==> src/dctd_pkg.sv <==
// ----------------------------------------------------------------------------
// Divisor counter package
// Shared widths, types and helpers for the trial-division divisor counter.
// ----------------------------------------------------------------------------
package dctd_pkg;

	localparam int unsigned VALUE_W    = 32;
	localparam int unsigned VALUE_BITS = 32;
	localparam int unsigned COUNT_W    = 11;
	localparam int unsigned EXP_BITS   = $clog2(VALUE_BITS + 1);
	localparam int unsigned STEP_BITS  = $clog2(VALUE_BITS + 1);
	localparam int unsigned PROD_W     = COUNT_W + EXP_BITS;

	typedef logic [VALUE_BITS-1:0] word_t;
	typedef logic [COUNT_W-1:0]    count_t;
	typedef logic [EXP_BITS-1:0]   exp_t;

	localparam count_t COUNT_MAX = '1;

	typedef struct packed {
		logic  start;
		word_t dividend;
		word_t divisor;
	} div_req_t;

	typedef struct packed {
		logic  done;
		word_t quotient;
		word_t remainder;
	} div_rsp_t;

	typedef enum logic [3:0] {
		ST_IDLE  = 4'b0001,
		ST_START = 4'b0010,
		ST_WAIT  = 4'b0100,
		ST_DONE  = 4'b1000
	} state_t;

	function automatic count_t sat_mul(count_t a, exp_t b);
		logic [PROD_W-1:0] p;
		p = PROD_W'(a) * PROD_W'(b);
		if (p > PROD_W'(COUNT_MAX)) begin
			return COUNT_MAX;
		end
		return count_t'(p);
	endfunction

endpackage

==> src/divisor_count_trial_division.sv <==
// ----------------------------------------------------------------------------
// Divisor counter by trial division
// Counts the positive divisors of an unsigned value by factoring it with
// trial divisors from 2 upward and one shared bit-serial divider.
//
//   Channel   Handshake                 Payload
//   input     value_valid/value_stall   value         (32 bits)
//   output    count_valid/count_stall   divisor_count (11 bits)
//
// The shared divider resolves each trial division one bit a cycle.
// A transaction runs trial divisions until the trial divisor exceeds the
// quotient; a zero value skips the divider and goes straight to the result.
// The block takes no new transaction until the current result is registered.
// The result register holds while count_valid and count_stall are both high.
// Reset clears the sequencer and the output valid flag.
// ----------------------------------------------------------------------------
module divisor_count_trial_division (
	input  logic                          clk,
	input  logic                          arst_n,
	input  logic                          value_valid,
	output logic                          value_stall,
	input  logic [dctd_pkg::VALUE_W-1:0]  value,
	output logic                          count_valid,
	input  logic                          count_stall,
	output logic [dctd_pkg::COUNT_W-1:0]  divisor_count
);
	import dctd_pkg::*;

	state_t   state_q;
	word_t    v_q;
	word_t    d_q;
	exp_t     e_q;
	count_t   count_q;
	count_t   result_q;
	logic     out_valid_q;
	word_t    v_in;
	div_req_t req;
	div_rsp_t rsp;
	logic     load_out;

	assign v_in        = VALUE_BITS'(value);
	assign value_stall = (state_q != ST_IDLE);
	assign load_out    = (state_q == ST_DONE) && (!out_valid_q || !count_stall);

	assign req.start    = (state_q == ST_START);
	assign req.dividend = v_q;
	assign req.divisor  = d_q;

	dctd_div u_div (
		.clk    (clk),
		.arst_n (arst_n),
		.req    (req),
		.rsp    (rsp)
	);

	always_ff @(posedge clk or negedge arst_n) begin
		if (!arst_n) begin
			state_q <= ST_IDLE;
			e_q     <= '0;
		end else begin
			unique case (state_q)
				ST_IDLE: begin
					if (value_valid) begin
						e_q     <= '0;
						state_q <= (v_in == '0) ? ST_DONE : ST_START;
					end
				end
				ST_START: begin
					state_q <= ST_WAIT;
				end
				ST_WAIT: begin
					if (rsp.done) begin
						if (e_q != '0) begin
							e_q     <= (rsp.remainder == '0) ? e_q + EXP_BITS'(1) : '0;
							state_q <= ST_START;
						end else if (d_q > rsp.quotient) begin
							state_q <= ST_DONE;
						end else begin
							if (rsp.remainder == '0) begin
								e_q <= EXP_BITS'(1);
							end
							state_q <= ST_START;
						end
					end
				end
				ST_DONE: begin
					if (load_out) begin
						state_q <= ST_IDLE;
					end
				end
				default: begin
					state_q <= ST_IDLE;
				end
			endcase
		end
	end

	always_ff @(posedge clk) begin
		if (state_q == ST_IDLE && value_valid) begin
			v_q     <= v_in;
			d_q     <= VALUE_BITS'(2);
			count_q <= (v_in == '0) ? '0 : COUNT_W'(1);
		end else if (state_q == ST_WAIT && rsp.done) begin
			if (e_q != '0) begin
				if (rsp.remainder == '0) begin
					v_q <= rsp.quotient;
				end else begin
					count_q <= sat_mul(count_q, e_q + EXP_BITS'(1));
					d_q     <= d_q + VALUE_BITS'(1);
				end
			end else if (d_q > rsp.quotient) begin
				if (v_q > VALUE_BITS'(1)) begin
					count_q <= sat_mul(count_q, EXP_BITS'(2));
				end
			end else if (rsp.remainder == '0) begin
				v_q <= rsp.quotient;
			end else begin
				d_q <= d_q + VALUE_BITS'(1);
			end
		end
	end

	always_ff @(posedge clk or negedge arst_n) begin
		if (!arst_n) begin
			out_valid_q <= 1'b0;
		end else if (load_out) begin
			out_valid_q <= 1'b1;
		end else if (!count_stall) begin
			out_valid_q <= 1'b0;
		end
	end

	always_ff @(posedge clk) begin
		if (load_out) begin
			result_q <= count_q;
		end
	end

	assign count_valid   = out_valid_q;
	assign divisor_count = result_q;

endmodule

==> src/dctd_div.sv <==
// ----------------------------------------------------------------------------
// Divisor counter restoring divider
// Produces quotient and remainder one bit per cycle after a start pulse.
// ----------------------------------------------------------------------------
module dctd_div (
	input  logic               clk,
	input  logic               arst_n,
	input  dctd_pkg::div_req_t req,
	output dctd_pkg::div_rsp_t rsp
);
	import dctd_pkg::*;

	logic                 busy_q;
	logic                 done_q;
	logic [STEP_BITS-1:0] step_q;
	word_t                rem_q;
	word_t                quo_q;
	word_t                dvs_q;
	logic [VALUE_BITS:0]  shifted;
	logic [VALUE_BITS:0]  diff;

	assign shifted = {rem_q, quo_q[VALUE_BITS-1]};
	assign diff    = shifted - {1'b0, dvs_q};

	always_ff @(posedge clk or negedge arst_n) begin
		if (!arst_n) begin
			busy_q <= 1'b0;
			done_q <= 1'b0;
			step_q <= '0;
		end else begin
			done_q <= 1'b0;
			if (req.start) begin
				busy_q <= 1'b1;
				step_q <= '0;
			end else if (busy_q) begin
				step_q <= step_q + STEP_BITS'(1);
				if (step_q == STEP_BITS'(VALUE_BITS - 1)) begin
					busy_q <= 1'b0;
					done_q <= 1'b1;
				end
			end
		end
	end

	always_ff @(posedge clk) begin
		if (req.start) begin
			rem_q <= '0;
			quo_q <= req.dividend;
			dvs_q <= req.divisor;
		end else if (busy_q) begin
			if (!diff[VALUE_BITS]) begin
				rem_q <= diff[VALUE_BITS-1:0];
				quo_q <= {quo_q[VALUE_BITS-2:0], 1'b1};
			end else begin
				rem_q <= shifted[VALUE_BITS-1:0];
				quo_q <= {quo_q[VALUE_BITS-2:0], 1'b0};
			end
		end
	end

	assign rsp.done      = done_q;
	assign rsp.quotient  = quo_q;
	assign rsp.remainder = rem_q;

endmodule

==> config.mk <==
export PLATFORM = sky130hd
export DESIGN_NAME = divisor_count_trial_division
export DESIGN_NICKNAME = d
export VERILOG_FILES = /design/src/dctd_pkg.sv /design/src/divisor_count_trial_division.sv /design/src/dctd_div.sv
export SDC_FILE = /design/constraint.sdc
export NUM_CORES = 1
export LEC_CHECK = 0
export ABC_AREA = 1
export ABC_CLOCK_PERIOD_IN_PS = 6300
export BUFFER_PORTS_ARGS = -buffer_cell sky130_fd_sc_hd__buf_4
export CORE_MARGIN = 10
export CORE_UTILIZATION = 60
export DETAILED_ROUTE_END_ITERATION = 16
export GPL_ROUTABILITY_DRIVEN = 0
export HOLD_SLACK_MARGIN = 0.15
export PLACE_DENSITY = 0.77
export SLEW_MARGIN = 20
export SYNTH_ARGS = -nofsm -noshare
export SYNTH_HDL_FRONTEND = slang
export SYNTH_HIERARCHICAL = 1
export SYNTH_SLANG_ARGS = --single-unit
==> constraint.sdc <==
create_clock -name clk -period 6.3 [get_ports clk]
set_clock_uncertainty 0.15 [all_clocks]
set_input_delay 0.63 -clock clk [delete_from_list [all_inputs] [get_ports clk]]
set_output_delay 0.63 -clock clk [all_outputs]
set_load 0.01 [all_outputs]
==> results of run 1 <==
[kinds of logic (layout without fill, tap and decap cells)]
kind of cell               after synthesis  after routing  share of synthesized area
buffers and inverters                  465            512                      0.120
xor gates and xnor gates                46             46                     0.0267
AOI/OAI and AO/OA                      159            159                     0.0569
and+or+nand+nor                       1134           1134                      0.318
DFF                                    201            201                      0.351
adders and majority gates              131            131                      0.127
[per-stage QoR]
step | hold slack [ns] | area [um2] | power [mW] | util
after global placement | 0.326 | 15700 | 5.58 | 0.628
after detailed placement | 0.329 | 15700 | 5.71 | 0.628
after global routing | 0.247 | 16500 | 7.78 | 0.661
final | 0.238 | 16500 | 7.16 | 0.661
after floorplan | 0.184 | 15100 | 4.85 | -
after CTS | 0.221 | 16500 | 7.13 | 0.661
[final timing paths]
| kind | start | to | slack (ns) | depth (start not counted) |
|---|---|---|---|---|
| max in group asynchronous | arst_n | state_q[0]$_DFFE_PN1P_ | 5.32 | 2 |
| setup / recovery | e_q[0]$_DFFE_PN0P_ | count_q[3]$_SDFFCE_PP0P_ | 0.52 | 24 |
| hold reg to reg | u_div/rem_q[1]$_SDFFE_PP0P_ | u_div/rem_q[1]$_SDFFE_PP0P_ | 0.35 | 2 |
| min in group asynchronous | arst_n | e_q[2]$_DFFE_PN0P_ | 0.40 | 2 |
| setup reg to reg | e_q[0]$_DFFE_PN0P_ | count_q[3]$_SDFFCE_PP0P_ | 0.52 | 24 |
| hold / removal | count_stall | count_valid$_DFFE_PN0P_ | 0.24 | 3 |
[power by group through the flow]
stage          logic [mW]  clock network, mW  registers (mW)
6_report             3.42               1.41            2.34
5_1_grt              3.92               1.48            2.39
4_1_cts              3.38               1.42            2.33
3_5_place_dp         3.36                  0            2.35
3_3_place_gp         3.24                  0            2.33
2_1_floorplan        2.64                  0            2.21
[sequential cells by signal (all words and copies together) (netlist names)]
register,count
u_div/busy_q,1
v_q,32
e_q,6
divisor_count,11
d_q,32
u_div/rem_q,32
count_valid,1
u_div/done_q,1
count_q,11
u_div/quo_q,32
u_div/step_q,6
state_q,4
u_div/dvs_q,32
[final cells by class]
class | count | area [um2]
Clock buffer | 30 | 663
Clock inverter | 12 | 141
Fill cell | 2222 | 8460
Inverter | 413 | 1550
Multi-Input combinational cell | 1470 | 8010
Sequential cell | 201 | 5300
Tap cell | 330 | 413
Timing Repair Buffer | 57 | 430
[layer usage]
layer,vias up,wire length (um)
met4,0,1160
li1,6757,-
met1,6325,16800
met2,548,17700
met5,-,0
met3,85,2600
[what timing repair did]
item,in CTS,in global routing
hold buffers,1,0
resized for setup,0,1
endpoints found under the hold margin,19,0
endpoints found under the setup margin,0,11
[cells in the mapped netlist, types with 28 or more instances]
cell type / count / area (um2)
o21ai_0: 50 / 250
inv_1: 409 / 1540
edfxtp_1: 118 / 3540
ha_1: 93 / 1160
nand4_1: 76 / 475
nand2_1: 728 / 2730
nor2_1: 162 / 608
fa_1: 38 / 761
dfxtp_1: 64 / 1280
nor3_1: 28 / 140
nand3_1: 87 / 435
a21oi_1: 86 / 430
[worst reg2reg max path, stage by stage (launching register included)]
cell	delay, ns
dfrtp_1	0.61
ha_1	0.25
nand2_1	0.06
inv_1	0.07
nand2_1	0.08
xor2_2	0.45
inv_1	0.18
nand2_1	0.13
fa_1	0.45
fa_1	0.52
fa_1	0.56
inv_1	0.06
ha_1	0.35
a21oi_1	0.14
nand2_1	0.12
nand2_1	0.10
nand2_1	0.11
nand2_1	0.11
nand2_1	0.05
nand2_1	0.06
nand2_1	0.05
nor2_1	0.54
nand4_1	0.21
nand2_1	0.11
inv_1	0.04
==> flow_metrics.py, run 1 <==
metrics = {
    "run_status": {
        "status": "completed",
    },
    "worst_setup_path": {
        "cp_data_required_time_ns": 6.43,
        "crit_type": "reg2reg",
        "slowest_stage": "dfrtp_1",
        "critical_path.cell_chain": "ha_1 > nand2_1 > inv_1 > nand2_1 > xor2_2 > inv_1 > nand2_1 > fa_1 > fa_1 > fa_1 > inv_1 > ha_1 > a21oi_1 > nand2_1 > nand2_1 > nand2_1 > nand2_1 > nand2_1 > nand2_1 > nand2_1 > nor2_1 > nand4_1 > nand2_1 > inv_1",
        "critPathTopFamily": "adder cells",
        "worst_setup_path_start_kind": "flop",
        "crit_top_cell": "nand2_1",
        "crit_buf_inv": 4,
        "setup.worst_path.end_class": "flop",
        "worstPathArrival_ns": 5.91,
        "crit_fanout": 12,
        "slowest_delay_ns": 0.61,
    },
    "grt": {
        "grt_max_degree": 65,
        "grt_pass1_vias": 12819,
        "busiest_layer": "met2",
        "globalRouteOverflowTotal": 0,
        "use_met3": 0.0286,
        "gr-usage-met1": 0.325,
        "grt_pass1_wl_mm": 63.4,
        "antenna_found_initial": 0,
        "grt_use_met2": 0.398,
        "grt_util_all_layers": 0.241,
    },
    "drt": {
        "drc": 0,
        "vias": 13715,
        "wirelength_mm": 38.3,
        "drt_iter0_markers": 1432,
        "wl_per_cell_um": 15.2,
        "vias_per_cell": 5.46,
        "drt_pass1_iterations": 6,
        "ant_nets": 0,
    },
    "sta": {
        "fmax_mhz": 173,
        "maxSlewViolCount": 0,
        "min_period_ns": 5.78,
        "setup_viol": 0,
        "fin_tns_setup_ns": 0,
        "relSlewSlack": 0.279,
        "layout_setup_ws_ns": 0.520,
        "tightest_slew_ns": 1.07,
        "hold_viol": 0,
        "final.period_utilization": 0.917,
        "rsz0062_at_grt": "no",
    },
    "floorplan": {
        "core_area_mm2": 0.0250,
        "rows": 58,
        "die_w_um": 179,
        "die_area_mm2": 0.0319,
        "io_pins": 49,
        "die_y_um": 179,
        "start_util": 0.606,
    },
    "placement": {
        "dpl.hpwl_mm": 28.9,
        "port_buffers": 48,
        "place_ws_ns": 0.428,
        "dp.cells": 2470,
    },
    "clock_network": {
        "post-cts-setup-buffers": 0,
        "root_buffer": "clkbuf_16",
        "numClockSinks": 201,
        "numCtsBuffers": 23,
        "clockBufferDepth": 3,
        "clk_pin_slew_ns": 0.06,
        "htree_num_levels": 1,
        "clock_latency_ns": 0.53,
        "cts_tree": "done",
    },
    "pwr": {
        "clock_power_share": 0.196,
        "switching_share": 0.451,
        "p_leak_nw": 8.57,
        "p_int_mw": 3.93,
        "peakVddDrop_v": 0.000343,
        "power_density_mw_per_mm2": 434,
        "combPwrFrac": 0.477,
        "power.switching_mw": 3.23,
        "seqPwrFrac": 0.326,
    },
    "synthesis": {
        "syn_nets": 2303,
        "synth.distinct_cells": 45,
        "ys.flop_type": "edfxtp_1",
        "synth.cell_area_mm2": 0.0151,
        "async_flop_share": 0.0945,
        "ys_seq_area_frac": 0.351,
        "ys_warn_count": 6,
        "synth-seq-cells": 201,
        "synth_edf_count": 118,
        "syn_avg_cell_area_um2": 7.08,
        "synth_cells": 2136,
    },
    "min_path": {
        "worstHoldPathType": "in2reg",
    },
    "finish": {
        "final_common_cell": "nand2_1",
        "nNetsFinal": 2333,
        "antenna_cells": 0,
        "syn_to_final_growth_pct": 9.21,
        "drive_above_1_share": 0.0637,
        "layout.cells.non_filler": 2513,
        "final_cell_mix": "nand2_1, inv_1, nor2_1",
    },
    "run": {
        "maxCapViolCount": 0,
    },
}
Power figures use the tool's default switching activity.
==> run 2, diff against run 1 <==
Settings changed: CORE_UTILIZATION 60 to 50, PLACE_DENSITY 0.77 to 0.66.
==> flow_metrics.py, run 2 (synthesized netlist as in run 1, its figures left out) <==
metrics = {
    "sta": {
        "relSlewSlack": 0.416,
        "min_period_ns": 5.63,
        "tightest_slew_ns": 0.873,
        "maxSlewViolCount": 0,
        "final.period_utilization": 0.894,
        "rsz0062_at_grt": "no",
        "fin_tns_setup_ns": 0,
        "layout_setup_ws_ns": 0.669,
        "hold_viol": 0,
        "fmax_mhz": 178,
        "setup_viol": 0,
    },
    "finish": {
        "syn_to_final_growth_pct": 9.73,
        "final_common_cell": "nand2_1",
        "nNetsFinal": 2335,
        "drive_above_1_share": 0.0636,
        "antenna_cells": 0,
        "num-fill-cells": 2846,
        "layout.cells.non_filler": 2575,
        "final_cell_mix": "nand2_1, inv_1, nor2_1",
    },
    "floorplan": {
        "die_area_mm2": 0.0376,
        "start_util": 0.509,
        "rows": 63,
        "die_w_um": 194,
        "die_y_um": 194,
        "io_pins": 49,
        "core_area_mm2": 0.0297,
    },
    "pwr": {
        "seqPwrFrac": 0.328,
        "power.switching_mw": 3.20,
        "combPwrFrac": 0.475,
        "clock_power_share": 0.197,
        "power_density_mw_per_mm2": 430,
        "p_int_mw": 3.93,
        "switching_share": 0.449,
        "p_leak_nw": 8.55,
        "peakVddDrop_v": 0.000309,
    },
    "drt": {
        "wl_per_cell_um": 14.7,
        "ant_nets": 0,
        "vias": 13349,
        "wirelength_mm": 37.9,
        "drt_pass1_iterations": 6,
        "drt_iter0_markers": 1224,
        "vias_per_cell": 5.18,
        "drc": 0,
    },
    "grt": {
        "grt_max_degree": 65,
        "antenna_found_initial": 0,
        "grt_util_all_layers": 0.198,
        "grt_pass1_wl_mm": 64.0,
        "globalRouteOverflowTotal": 0,
        "grt_pass1_vias": 12830,
    },
    "worst_setup_path": {
        "worst_setup_path_start_kind": "flop",
        "crit_type": "reg2reg",
        "cp_data_required_time_ns": 6.43,
        "crit_buf_inv": 3,
        "worstPathArrival_ns": 5.76,
        "slowest_stage": "nor2_1",
        "setup.worst_path.end_class": "flop",
        "crit_fanout": 12,
        "crit_top_cell": "nand2_1",
        "critical_path.cell_chain": "nand4_1 > o21ai_0 > nand2_1 > inv_1 > nand2_1 > fa_1 > fa_1 > fa_1 > inv_1 > ha_1 > a21oi_1 > nand2_1 > nand2_1 > nand2_1 > nand2_1 > nand2_1 > nand2_1 > nand2_1 > nor2_1 > nand4_1 > nand2_1 > inv_1",
        "critPathTopFamily": "simple AND/OR/NAND/NOR gates",
        "slowest_delay_ns": 0.61,
    },
    "clock_network": {
        "clk_pin_slew_ns": 0.06,
        "numCtsBuffers": 23,
        "numClockSinks": 201,
        "clock_latency_ns": 0.54,
        "clockBufferDepth": 3,
        "cts_tree": "done",
        "htree_num_levels": 1,
        "post-cts-setup-buffers": 0,
        "root_buffer": "clkbuf_16",
    },
    "placement": {
        "dpl.hpwl_mm": 29.0,
        "dp.cells": 2532,
        "port_buffers": 48,
        "place_ws_ns": 0.830,
    },
    "run_status": {
        "status": "completed",
    },
    "min_path": {
        "worstHoldPathType": "in2reg",
    },
    "run": {
        "maxCapViolCount": 0,
    },
}
run 2: cell types whose count changed in the layout (fill, tap and decap cells not counted), sizes merged:
cell,change
inv,-3
clkinvlp,+5
clkinv,-2
buf,+2
run 2: worst paths after layout:
kind                                                   start  slack [ns]                            to  cells past startpoint
worst max register to register            e_q[0]$_DFFE_PN0P_        0.67      count_q[9]$_SDFFCE_PP0P_                     22
worst min register to register  u_div/rem_q[24]$_SDFFE_PP0P_        0.34  u_div/rem_q[24]$_SDFFE_PP0P_                      2
worst min-delay path                             count_stall        0.20       count_valid$_DFFE_PN0P_                      3
worst max-delay path                      e_q[0]$_DFFE_PN0P_        0.67      count_q[9]$_SDFFCE_PP0P_                     22
max in group asynchronous                             arst_n        5.36        state_q[0]$_DFFE_PN1P_                      2
min in group asynchronous                             arst_n        0.37   u_div/step_q[1]$_DFFE_PN0P_                      2
run 2: per-stage QoR:
step,util,hold WS (ns),power (mW),cell area [um2]
after global routing,0.558,0.216,7.78,16600
after floorplan,-,0.184,4.85,15100
after global placement,0.531,0.329,5.64,15800
after detailed placement,0.531,0.332,5.73,15800
final,0.558,0.196,7.13,16600
after CTS,0.558,0.187,7.14,16600
run 2: area by class of cell:
type / count / area [um2] / area share
clock buffers: 30 / 664 / 0.0401
clock inverters: 12 / 136 / 0.00822
inverters: 413 / 1550 / 0.0935
multi-input cells: 1470 / 8000 / 0.482
flip-flops and latches: 201 / 5300 / 0.320
well taps: 390 / 488 / 0.0294
repair buffers: 59 / 445 / 0.0269
run 2: worst register-to-register path: stages, from the launching register on:
cell	delay [ns]
dfrtp_1	0.59
nand4_1	0.21
o21ai_0	0.18
nand2_1	0.27
inv_1	0.22
nand2_1	0.12
fa_1	0.53
fa_1	0.53
fa_1	0.55
inv_1	0.04
ha_1	0.33
a21oi_1	0.14
nand2_1	0.11
nand2_1	0.09
nand2_1	0.11
nand2_1	0.11
nand2_1	0.06
nand2_1	0.07
nand2_1	0.05
nor2_1	0.61
nand4_1	0.18
nand2_1	0.10
inv_1	0.04
run 2: power groups by stage:
stage	registers [mW]	logic, mW	clock network [mW]
finish	2.34	3.38	1.40
global route	2.39	3.90	1.48
CTS	2.34	3.38	1.42
detailed placement	2.36	3.37	0
global placement	2.35	3.28	0
floorplan	2.21	2.64	0
run 2: what timing repair did:
item,CTS,global route
hold endpoints to repair,19,0
gates resized for setup,0,0
hold buffers,1,0
run 2: metal layers:
layer	share of wire	up-vias	wire, um	global-route usage
met2	0.46	376	17500	0.330
met1	0.47	6144	17800	0.271
met3	0.047	69	1770	0.0197
met5	0	-	0	0
met4	0.021	0	808	0.0488
li1	-	6760	-	-
